==> config.mk <==
export PLATFORM = sky130hd
export DESIGN_NAME = calendar_clock_with_alarm_core
export DESIGN_NICKNAME = d
export VERILOG_FILES = /design/src/rtl/ccwa_pkg.sv /design/src/rtl/calendar_clock_with_alarm_core.sv
export VERILOG_INCLUDE_DIRS = /design/src /design/src/rtl
export SDC_FILE = /design/constraint.sdc
export NUM_CORES = 1
export LEC_CHECK = 0
export BUFFER_PORTS_ARGS = -buffer_cell sky130_fd_sc_hd__buf_2
export CAP_MARGIN = 5
export CELL_PAD_IN_SITES_DETAIL_PLACEMENT = 0
export CELL_PAD_IN_SITES_GLOBAL_PLACEMENT = 1
export CORE_ASPECT_RATIO = 1.75
export CORE_UTILIZATION = 49
export DETAILED_ROUTE_END_ITERATION = 16
export PLACE_DENSITY = 0.88
export SLEW_MARGIN = 20
export SYNTH_ARGS = -nofsm -noshare
export SYNTH_HDL_FRONTEND = slang
export SYNTH_SLANG_ARGS = --single-unit
export TNS_END_PERCENT = 1
==> constraint.sdc <==
create_clock -name i_clk -period 9.7 [get_ports i_clk]
set_input_delay 2.91 -clock i_clk [delete_from_list [all_inputs] [get_ports i_clk]]
set_output_delay 2.91 -clock i_clk [all_outputs]
set_load 0.05 [all_outputs]
==> src/rtl/calendar_clock_with_alarm_core_macros.svh <==
// Assertion helpers for the calendar clock core.
`ifndef CALENDAR_CLOCK_WITH_ALARM_CORE_MACROS_SVH
`define CALENDAR_CLOCK_WITH_ALARM_CORE_MACROS_SVH

`ifndef SYNTHESIS
// Same-cycle implication, checked outside reset.
`define CCWA_ASSERT_IMPL(label, clk, rst_n, ante, cons) \
    label: assert property (@(posedge clk) disable iff (!rst_n) (ante) |-> (cons)) \
        else $error("ccwa: same-cycle check failed");
// Next-cycle implication, checked outside reset.
`define CCWA_ASSERT_NEXT(label, clk, rst_n, ante, cons) \
    label: assert property (@(posedge clk) disable iff (!rst_n) (ante) |=> (cons)) \
        else $error("ccwa: next-cycle check failed");
`else
`define CCWA_ASSERT_IMPL(label, clk, rst_n, ante, cons)
`define CCWA_ASSERT_NEXT(label, clk, rst_n, ante, cons)
`endif

`endif

==> src/rtl/ccwa_pkg.sv <==
`timescale 1ns / 1ps
`default_nettype none

package ccwa_pkg;

    localparam int SecW   = 6;
    localparam int MinW   = 6;
    localparam int HourW  = 5;
    localparam int DayW   = 5;
    localparam int MonW   = 4;
    localparam int YearW  = 7;
    localparam int TickW  = 8;
    localparam int CfgW   = 8;
    localparam int CfgAdrW = 3;

    localparam int InDataW  = 40;
    localparam int OutDataW = 48;

    localparam logic [SecW-1:0]  LastSecond = 6'd59;
    localparam logic [MinW-1:0]  LastMinute = 6'd59;
    localparam logic [HourW-1:0] LastHour   = 5'd23;
    localparam logic [DayW-1:0]  FirstDay   = 5'd1;
    localparam logic [MonW-1:0]  FirstMonth = 4'd1;
    localparam logic [MonW-1:0]  LastMonth  = 4'd12;
    localparam logic [YearW-1:0] LastYear   = 7'd99;
    localparam logic [TickW-1:0] TpsReset   = 8'd8;

    typedef enum logic {
        ActTick = 1'b0,
        ActLoad = 1'b1
    } t_action;

    typedef enum logic [CfgAdrW-1:0] {
        CfgTicksPerSecond = 3'd0,
        CfgAlarmSecond    = 3'd1,
        CfgAlarmMinute    = 3'd2,
        CfgAlarmHour      = 3'd3,
        CfgAlarmEnable    = 3'd4
    } t_cfg_reg;

    // First field sits in the highest bits.
    typedef struct packed {
        logic [YearW-1:0] year;
        logic [MonW-1:0]  month;
        logic [DayW-1:0]  day;
        logic [HourW-1:0] hour;
        logic [MinW-1:0]  minute;
        logic [SecW-1:0]  second;
    } t_load;

    typedef struct packed {
        logic             alarm_match;
        logic [TickW-1:0] subsecond;
        logic [YearW-1:0] year;
        logic [MonW-1:0]  month;
        logic [DayW-1:0]  day;
        logic [HourW-1:0] hour;
        logic [MinW-1:0]  minute;
        logic [SecW-1:0]  second;
    } t_result;

    localparam int LoadW   = $bits(t_load);
    localparam int ResultW = $bits(t_result);

    function automatic logic [DayW-1:0] f_month_length(input logic [MonW-1:0] month,
                                                       input logic leap);
        logic [DayW-1:0] len;
        unique case (month)
            4'd2:                     len = leap ? 5'd29 : 5'd28;
            4'd4, 4'd6, 4'd9, 4'd11:  len = 5'd30;
            default:                  len = 5'd31;
        endcase
        return len;
    endfunction

endpackage

`default_nettype wire

==> src/rtl/calendar_clock_with_alarm_core.sv <==
`timescale 1ns / 1ps
`default_nettype none
// Real-time clock and calendar with a time-of-day alarm.
// Input stream: tuser = action (0 tick, 1 load); tdata carries the load
// fields, used only by a load beat. Every input beat makes one output beat
// holding the time after the update, the prescaler count and the alarm flag.
// Configuration: write i_cfg_data to register i_cfg_addr while i_cfg_we is
// high (0 ticks per second, 1..3 alarm second/minute/hour, 4 alarm enable);
// other indexes are ignored. Write only while the core is idle.
// The result is registered. Throughput: one beat per cycle while the receiver
// takes results; the whole carry chain and load clamp sit between the time
// registers and the output register.
// A two-entry output buffer (output register plus skid register) lets one
// more beat in while the receiver stalls; s_axis_tready drops only when both
// hold results. Results leave in order.
// Reset (synchronous, active low) sets 00:00:00, day 1, month 1, year 0,
// prescaler 0, rate 8 ticks per second, alarm off, and empties the buffer.
`include "calendar_clock_with_alarm_core_macros.svh"

module calendar_clock_with_alarm_core
    import ccwa_pkg::*;
(
    input  wire                  i_clk,
    input  wire                  i_rst_n,
    input  wire                  s_axis_tvalid,
    output logic                 s_axis_tready,
    // load_second, load_minute, load_hour, load_day, load_month, load_year
    input  wire  [InDataW-1:0]   s_axis_tdata,
    // action
    input  wire                  s_axis_tuser,
    output logic                 m_axis_tvalid,
    input  wire                  m_axis_tready,
    // second, minute, hour, day, month, year, subsecond, alarm_match
    output logic [OutDataW-1:0]  m_axis_tdata,
    input  wire                  i_cfg_we,
    input  wire  [CfgAdrW-1:0]   i_cfg_addr,
    input  wire  [CfgW-1:0]      i_cfg_data
);

    logic [TickW-1:0] r_tps;
    logic [SecW-1:0]  r_al_sec;
    logic [MinW-1:0]  r_al_min;
    logic [HourW-1:0] r_al_hour;
    logic             r_al_en;

    logic [TickW-1:0] r_tick, n_tick;
    logic [SecW-1:0]  r_sec, n_sec;
    logic [MinW-1:0]  r_min, n_min;
    logic [HourW-1:0] r_hour, n_hour;
    logic [DayW-1:0]  r_day, n_day;
    logic [MonW-1:0]  r_month, n_month;
    logic [YearW-1:0] r_year, n_year;

    t_result r_out, r_skid, n_result;
    logic    r_out_valid, r_skid_valid;

    t_load           ld;
    logic            accept, pop;
    logic [TickW-1:0] rate;
    logic [TickW:0]   tick_next;
    logic            sec_step;
    logic [DayW-1:0] cur_len, ld_len;
    logic [SecW-1:0]  ld_sec;
    logic [MinW-1:0]  ld_min;
    logic [HourW-1:0] ld_hour;
    logic [MonW-1:0]  ld_month;
    logic [YearW-1:0] ld_year;

    assign ld     = t_load'(s_axis_tdata[LoadW-1:0]);
    assign accept = s_axis_tvalid && s_axis_tready;
    assign pop    = r_out_valid && m_axis_tready;

    assign s_axis_tready = !r_skid_valid;
    assign m_axis_tvalid = r_out_valid;
    assign m_axis_tdata  = {{(OutDataW - ResultW){1'b0}}, r_out};

    // Configuration registers
    always_ff @(posedge i_clk) begin
        if (!i_rst_n) begin
            r_tps     <= TpsReset;
            r_al_sec  <= '0;
            r_al_min  <= '0;
            r_al_hour <= '0;
            r_al_en   <= 1'b0;
        end else if (i_cfg_we) begin
            unique case (t_cfg_reg'(i_cfg_addr))
                CfgTicksPerSecond: r_tps     <= i_cfg_data;
                CfgAlarmSecond:    r_al_sec  <= i_cfg_data[SecW-1:0];
                CfgAlarmMinute:    r_al_min  <= i_cfg_data[MinW-1:0];
                CfgAlarmHour:      r_al_hour <= i_cfg_data[HourW-1:0];
                CfgAlarmEnable:    r_al_en   <= i_cfg_data[0];
                default: ;
            endcase
        end
    end

    // Prescaler: a rate of zero acts as one
    assign rate      = (r_tps == '0) ? {{(TickW-1){1'b0}}, 1'b1} : r_tps;
    assign tick_next = {1'b0, r_tick} + {{TickW{1'b0}}, 1'b1};
    assign sec_step  = tick_next >= {1'b0, rate};
    assign cur_len   = f_month_length(r_month, r_year[1:0] == 2'b00);

    // Load clamp
    assign ld_sec   = (ld.second > LastSecond) ? LastSecond : ld.second;
    assign ld_min   = (ld.minute > LastMinute) ? LastMinute : ld.minute;
    assign ld_hour  = (ld.hour > LastHour) ? LastHour : ld.hour;
    assign ld_year  = (ld.year > LastYear) ? LastYear : ld.year;
    assign ld_month = (ld.month == '0) ? FirstMonth :
                      (ld.month > LastMonth) ? LastMonth : ld.month;
    assign ld_len   = f_month_length(ld_month, ld_year[1:0] == 2'b00);

    always_comb begin
        n_tick  = r_tick;
        n_sec   = r_sec;
        n_min   = r_min;
        n_hour  = r_hour;
        n_day   = r_day;
        n_month = r_month;
        n_year  = r_year;
        unique case (t_action'(s_axis_tuser))
            ActLoad: begin
                n_tick  = '0;
                n_sec   = ld_sec;
                n_min   = ld_min;
                n_hour  = ld_hour;
                n_month = ld_month;
                n_year  = ld_year;
                n_day   = (ld.day == '0) ? FirstDay :
                          (ld.day > ld_len) ? ld_len : ld.day;
            end
            ActTick: begin
                if (!sec_step) begin
                    n_tick = tick_next[TickW-1:0];
                end else begin
                    n_tick = '0;
                    // carry second -> minute -> hour -> day -> month -> year
                    if (r_sec < LastSecond) begin
                        n_sec = r_sec + 1'b1;
                    end else begin
                        n_sec = '0;
                        if (r_min < LastMinute) begin
                            n_min = r_min + 1'b1;
                        end else begin
                            n_min = '0;
                            if (r_hour < LastHour) begin
                                n_hour = r_hour + 1'b1;
                            end else begin
                                n_hour = '0;
                                if (r_day < cur_len) begin
                                    n_day = r_day + 1'b1;
                                end else begin
                                    n_day = FirstDay;
                                    if (r_month < LastMonth) begin
                                        n_month = r_month + 1'b1;
                                    end else begin
                                        n_month = FirstMonth;
                                        n_year  = (r_year < LastYear) ?
                                                  r_year + 1'b1 : '0;
                                    end
                                end
                            end
                        end
                    end
                end
            end
            default: ;
        endcase

        n_result.second      = n_sec;
        n_result.minute      = n_min;
        n_result.hour        = n_hour;
        n_result.day         = n_day;
        n_result.month       = n_month;
        n_result.year        = n_year;
        n_result.subsecond   = n_tick;
        n_result.alarm_match = r_al_en && (n_hour == r_al_hour) &&
                               (n_min == r_al_min) && (n_sec == r_al_sec);
    end

    // Time state
    always_ff @(posedge i_clk) begin
        if (!i_rst_n) begin
            r_tick  <= '0;
            r_sec   <= '0;
            r_min   <= '0;
            r_hour  <= '0;
            r_day   <= FirstDay;
            r_month <= FirstMonth;
            r_year  <= '0;
        end else if (accept) begin
            r_tick  <= n_tick;
            r_sec   <= n_sec;
            r_min   <= n_min;
            r_hour  <= n_hour;
            r_day   <= n_day;
            r_month <= n_month;
            r_year  <= n_year;
        end
    end

    // Output buffer control
    always_ff @(posedge i_clk) begin
        if (!i_rst_n) begin
            r_out_valid  <= 1'b0;
            r_skid_valid <= 1'b0;
        end else if (accept) begin
            if (r_out_valid && !pop) begin
                r_skid_valid <= 1'b1;
            end else begin
                r_out_valid <= 1'b1;
            end
        end else if (pop) begin
            r_out_valid  <= r_skid_valid;
            r_skid_valid <= 1'b0;
        end
    end

    // Output buffer payload
    always_ff @(posedge i_clk) begin
        if (accept) begin
            if (!r_out_valid || pop) begin
                if (r_skid_valid) begin
                    r_out  <= r_skid;
                    r_skid <= n_result;
                end else begin
                    r_out <= n_result;
                end
            end else begin
                r_skid <= n_result;
            end
        end else if (pop && r_skid_valid) begin
            r_out <= r_skid;
        end
    end

    `CCWA_ASSERT_IMPL(a_time_range, i_clk, i_rst_n, 1'b1,
        r_sec <= LastSecond && r_min <= LastMinute && r_hour <= LastHour)
    `CCWA_ASSERT_IMPL(a_date_range, i_clk, i_rst_n, 1'b1,
        r_day >= FirstDay && r_day <= cur_len && r_month >= FirstMonth &&
        r_month <= LastMonth && r_year <= LastYear)
    `CCWA_ASSERT_IMPL(a_skid_needs_out, i_clk, i_rst_n, r_skid_valid, r_out_valid)
    `CCWA_ASSERT_NEXT(a_stall_fills_skid, i_clk, i_rst_n,
        accept && r_out_valid && !m_axis_tready, r_skid_valid)

endmodule

`default_nettype wire

# Yosys cells after proc, flatten, opt, wreduce, memory -nomap -nowiden
# Cells that the tools add are included.
[op_classes]
addsub = 7
multipliers = 0
n_div = 0
magnitude_cmp = 13
n_eq_ne = 21
n_shift = 0
n_mux = 60
bitwise = 1
reduce_logical = 30
[ops]
columns = ["op", "n"]
rows = [
  ["$mux W42", 6],
  ["$mux W5", 12],
  ["$mux W7", 8],
  ["$mux W6", 7],
  ["$mux W4", 8],
  ["$pmux W6 S2", 2],
  ["$pmux W5 S2", 2],
  ["$reduce_and A2 Y1", 9],
  ["$eq A4 B3 Y1 const B", 4],
  ["$eq A4 B4 Y1 const B", 4],
  ["$mux W8", 2],
  ["$pmux W8 S2", 1],
  ["$pmux W7 S2", 1],
  ["$add A6 B1 Y6 const B", 2],
  ["$eq A6 B6 Y1", 2],
  ["$gt A6 B6 Y1 const B", 2],
  ["$lt A6 B6 Y1 const B", 2],
  ["$add A5 B1 Y5 const B", 2],
  ["$add A8 B1 Y9 const B", 1],
  ["$ge A9 B8 Y1", 1],
  ["$eq A4 B2 Y1 const B", 2],
  ["$logic_not A8 Y1", 1],
  ["$mux W1", 8],
  ["$pmux W2 S2", 2],
  ["other kinds (27)", 41],
]
[totals]
register_bits = 153
latch_bits = 0
ram_bits = 0
mem_bits_ro = 0
in_bits = 57
out_inout_bits = 50
elab_cells = 162
n_memories = 0

# Longest topological paths before layout
[logic_depth]
ltp_word = 13
ltp_mapped = 17
ltp_nobuf = 14

# Worst setup path before layout
# No wires, ideal clock.
[synth_timing]
path_type = "input to register"
from = "input port s_axis_tvalid"
to = "register r_out (netlist bit m_axis_tdata[0]) (enable)"
setup_time_ns = 0.455
t_arrival_ns = 5.976
required_time_ns = 9.245
setup_slack_ns = 3.269
stages = 6
path_buffers = 3
path_cell_list = "nor2b_1 > clkbuf_1 > clkbuf_1 > buf_1 > a21oi_1 > a21oi_1"
[synth_between]
elab_chain_len = 3
elab_cells_between_ends = 4
cone_classes = "1 x eq/ne; 3 x reduce/logical"
[synth_lines]
columns = ["item", "line_no", "rtl"]
rows = [
  ["start: declaration", "calendar_clock_with_alarm_core.sv:25", "input wire s_axis_tvalid,"],
  ["$logic_and A1 B1 Y1 *", "calendar_clock_with_alarm_core.sv:70", "assign accept = s_axis_tvalid && s_axis_tready;"],
  ["$ne A2 B1 Y1 (no line) / $reduce_bool A2 Y1 (equally long branches)", "-", ""],
  ["$reduce_and A2 Y1 (no line) *", "-", ""],
  ["end signal: assignment", "calendar_clock_with_alarm_core.sv:223", "r_out <= r_skid;"],
  ["end signal: assignment", "calendar_clock_with_alarm_core.sv:226", "r_out <= n_result;"],
  ["end signal: assignment", "calendar_clock_with_alarm_core.sv:232", "r_out <= r_skid;"],
  ["end: declaration", "calendar_clock_with_alarm_core.sv:54", "t_result r_out, r_skid, n_result;"],
]
# Mark *: on every way between the ends. The rest lies on a longest branch, timed or not.
# A chain may end at the register's enable or synchronous reset.

# Worst setup path after layout
[layout_timing]
from = "input port s_axis_tuser"
to = "register r_out (netlist bit m_axis_tdata[41]), data pin"
[layout_between]
elab_chain_len = 9
elab_cells_between_ends = 13
cone_classes = "3 x eq/ne; 6 x mux; 1 x bitwise; 3 x reduce/logical"
[layout_lines]
columns = ["item", "line_no", "rtl"]
rows = [
  ["start: declaration", "calendar_clock_with_alarm_core.sv:30", "input wire s_axis_tuser,"],
  ["$not A1 Y1", "calendar_clock_with_alarm_core.sv:120", "unique case (t_action'(s_axis_tuser))"],
  ["$pmux W5 S2", "calendar_clock_with_alarm_core.sv:120", ""],
  ["$eq A5 B5 Y1", "calendar_clock_with_alarm_core.sv:176", "n_result.alarm_match = r_al_en && (n_hour == r_al_hour) &&"],
  ["$logic_and A1 B1 Y1 (2 in series)", "calendar_clock_with_alarm_core.sv:176", ""],
  ["$logic_and A1 B1 Y1 *", "calendar_clock_with_alarm_core.sv:177", "(n_min == r_al_min) && (n_sec == r_al_sec);"],
  ["$mux W42 *", "calendar_clock_with_alarm_core.sv:222", "if (r_skid_valid) begin"],
  ["$mux W42 *", "calendar_clock_with_alarm_core.sv:221", "if (!r_out_valid || pop) begin"],
  ["$mux W42 *", "calendar_clock_with_alarm_core.sv:220", "if (accept) begin"],
]
# Mark *: on every way between the ends. The rest lies on a longest branch, timed or not. The select of a mux whose other input is x is not followed.

==> results.md <==
* Ant. Diodes at 0
* Global placement routability congestion at 0.882
* R2r endpoint: m_axis_tdata[41]
* Postcts setup bufs at 0
* Finished Layout Cells at 1173
* CTS buffer count at 17
* RSZ-0062 raised after global routing: no
* Netlist cell types at 88
* FP Rows at 62
* First-pass GRT wire length at 32.7 mm
* Count leader, synth: nand2_1
* Initial antenna violation count at 0
* Nets at 1015
* RR Startpoint: r_tick[0]
* Core footprint at 0.0165 mm^2
* Clk Latency, worst-skew pair at 430 ps
* Status: complete, no violations
* GRT Util Overall at 24.4%
* Most common flop cell mapped by yosys: edfxtp_1
* Final period utilization at 55.6%
* CP Class: input port to flop
* Post-route ant nets at 0
* Setup Skew at 13.6 ps
* Root Buffer: clkbuf_16
* H-tree depth at 4
* I/O Buffers at 93
* Drt total wl at 20.3 mm
* Starting density of the core at 50.2%
* Slew HR at 51.4%
* Yosys reg bits at 153
* Iter 0 DRT Violations at 239
* Ranking of synthesized cells by area: edfxtp_1 30%, dfxtp_1 17%, nand2_1 6.2%, ha_1 3.3%, nor2_1 2.8%
* Post-CTS sizing at 0
* Vias/cell at 5.62
* Worst path required time at 9960 ps
* Die H at 174 um
* Flop-to-flop setup slack at 5090 ps
* Via Count at 6597
* Slew @ Worst Pin at 729 ps
* Async S/R FF share, synth at 0%
* Final hold viol count at 0
* TritonCTS clock tree: yes
* Placed Instances at 1141
* Clock-pin slew on the worst setup and hold paths at 60 ps
* Vias in the first global route at 6461
* Layout cells sized above 1 at 18.4%
* Minimum clock period at 5390 ps
* Die area at 0.0175 mm^2
* Ys Warns at 0
* Setup crit start kind: input port
* IO Pins at 107
* Detailed placement HPWL at 14.3 mm
* Crit path from: s_axis_tuser
* Area leader, netlist: edfxtp_1
* TNS Setup at 0 ps
* Hold WS at 471 ps
* Per-cell routed wire length at 17.3 um
* R2R depth at 14
* Pre-antenna DRT Iters at 6
* Synth top cells by count: 138 x nand2_1, 84 x edfxtp_1, 69 x dfxtp_1
* CTS Hold Bufs at 0
* Hold WC Path Type: flop to flop
* Final setup viols at 0
* # fillers at 1557
* Largest net degree at the start of global routing at 71
* Number of flops mapped to enable cells by yosys at 84
* Residual DRC at 0
* Sequential area share after synthesis at 47.0%
* PD cells at 173 mW/mm^2
* Post-Syn Instances at 869
* Worst VDD drop at 0.121 mV
* GRT Residual Overflow at 0
* CP arrival at 5650 ps
* Syn_area_per_cell at 9.55 um^2
* Synthesized area at 0.00830 mm^2
* Crit path max fanout at 41
* Clock Sinks at 153
* Top-area cell type share of the netlist area at 30.4%
* Clock buffer depth at 2
* CP endpoint kind: flop
* Die X at 100 um
* Leak Pwr at 3.77 nW
* Critical Path Sink: m_axis_tdata[41]
* Max Cap Viol at 0
* Maximum clock rate at 186 MHz
* Max Slew Vio Count at 0
* Area grow syn2layout at 13.7%
per-layer routing:
layer / vias to the layer above / routed length (um) / global-route usage, %
met3: 32 / 728 / 3.50
li1: 3262 / - / -
met4: 0 / 509 / 9.90
met5: - / 0 / 0
met1: 3125 / 8460 / 28.8
met2: 178 / 10600 / 43.5
layout by cell type (no fill, tap or decap), types with 22 or more instances in the layout:
master,count
a21boi_0,26
dfxtp_1,69
inv_1,27
nand3_1,26
a21oi_1,39
nand2_1,137
nor2b_1,31
ha_1,22
buf_2,93
o21ai_0,39
nor2_1,63
edfxtp_1,84
worst min path at each step:
stage | slack [ps] | startpoint | end | cells past startpoint
6_report | 470 | r_tps[0] | r_tps[0] | 2
4_1_cts | 470 | r_tps[0] | r_tps[0] | 2
5_1_grt | 510 | r_tps[2] | r_tps[2] | 2
2_1_floorplan | 440 | r_tps[4] | r_tps[4] | 2
3_3_place_gp | 460 | r_tps[4] | r_tps[4] | 2
3_5_place_dp | 460 | r_tps[0] | r_tps[0] | 2
per-stage QoR:
step	instance area, um^2	setup WS [ps]	util, %	power, mW
after floorplan	8320	3270	-	0.942
after global placement	8870	3830	53.7	1.00
after detailed placement	8870	3790	53.7	1.01
after CTS	9440	4230	57.1	1.65
after global routing	9440	4120	57.1	1.70
final	9440	4310	57.1	1.64
cell families after synthesis:
logic type / Yosys count / share of synthesized area, %
simple gates: 336 / 19.5
compound gates: 217 / 19.2
flops: 153 / 47.0
buf+inv: 85 / 4.54
mux: 28 / 3.48
xor+xnor: 26 / 2.83
fa+ha+maj: 23 / 3.44
other cells: 1 / 0.0452
worst max-delay path: stages:
cell and delay [ps]:
buf_2 460, buf_4 480, inv_1 70, buf_4 260, a211oi_1 320, a31o_4 180, xor2_2 130, nand2_1 60
or4_4 540, o31ai_2 220
where the power goes:
part           switching [mW]  internal, mW  total [mW]
sequential             0.0277         0.724       0.752
combinational           0.168        0.0742       0.242
clock                   0.285         0.357       0.642
total                   0.480          1.16        1.64
sequential cells by signal (all words and copies together), names as in the netlist:
register,cells
r_year,7
r_al_min,6
r_day,5
r_month,4
r_sec,6
r_hour,5
m_axis_tvalid,1
r_al_hour,5
r_skid,42
r_min,6
r_skid_valid,1
r_tps,8
r_al_en,1
r_al_sec,6
m_axis_tdata,42
r_tick,8
layout make-up:
cell class	count	area, um^2	area share [%]
Inverter	27	101	1.07
Sequential cell	153	3900	41.4
Clock buffer	17	425	4.51
Multi-Input combinational cell	636	4060	43.0
Tap cell	224	280	2.97
Clock inverter	15	140	1.48
Timing Repair Buffer	101	526	5.57
No activity file was read; power rests on OpenSTA's default activity.
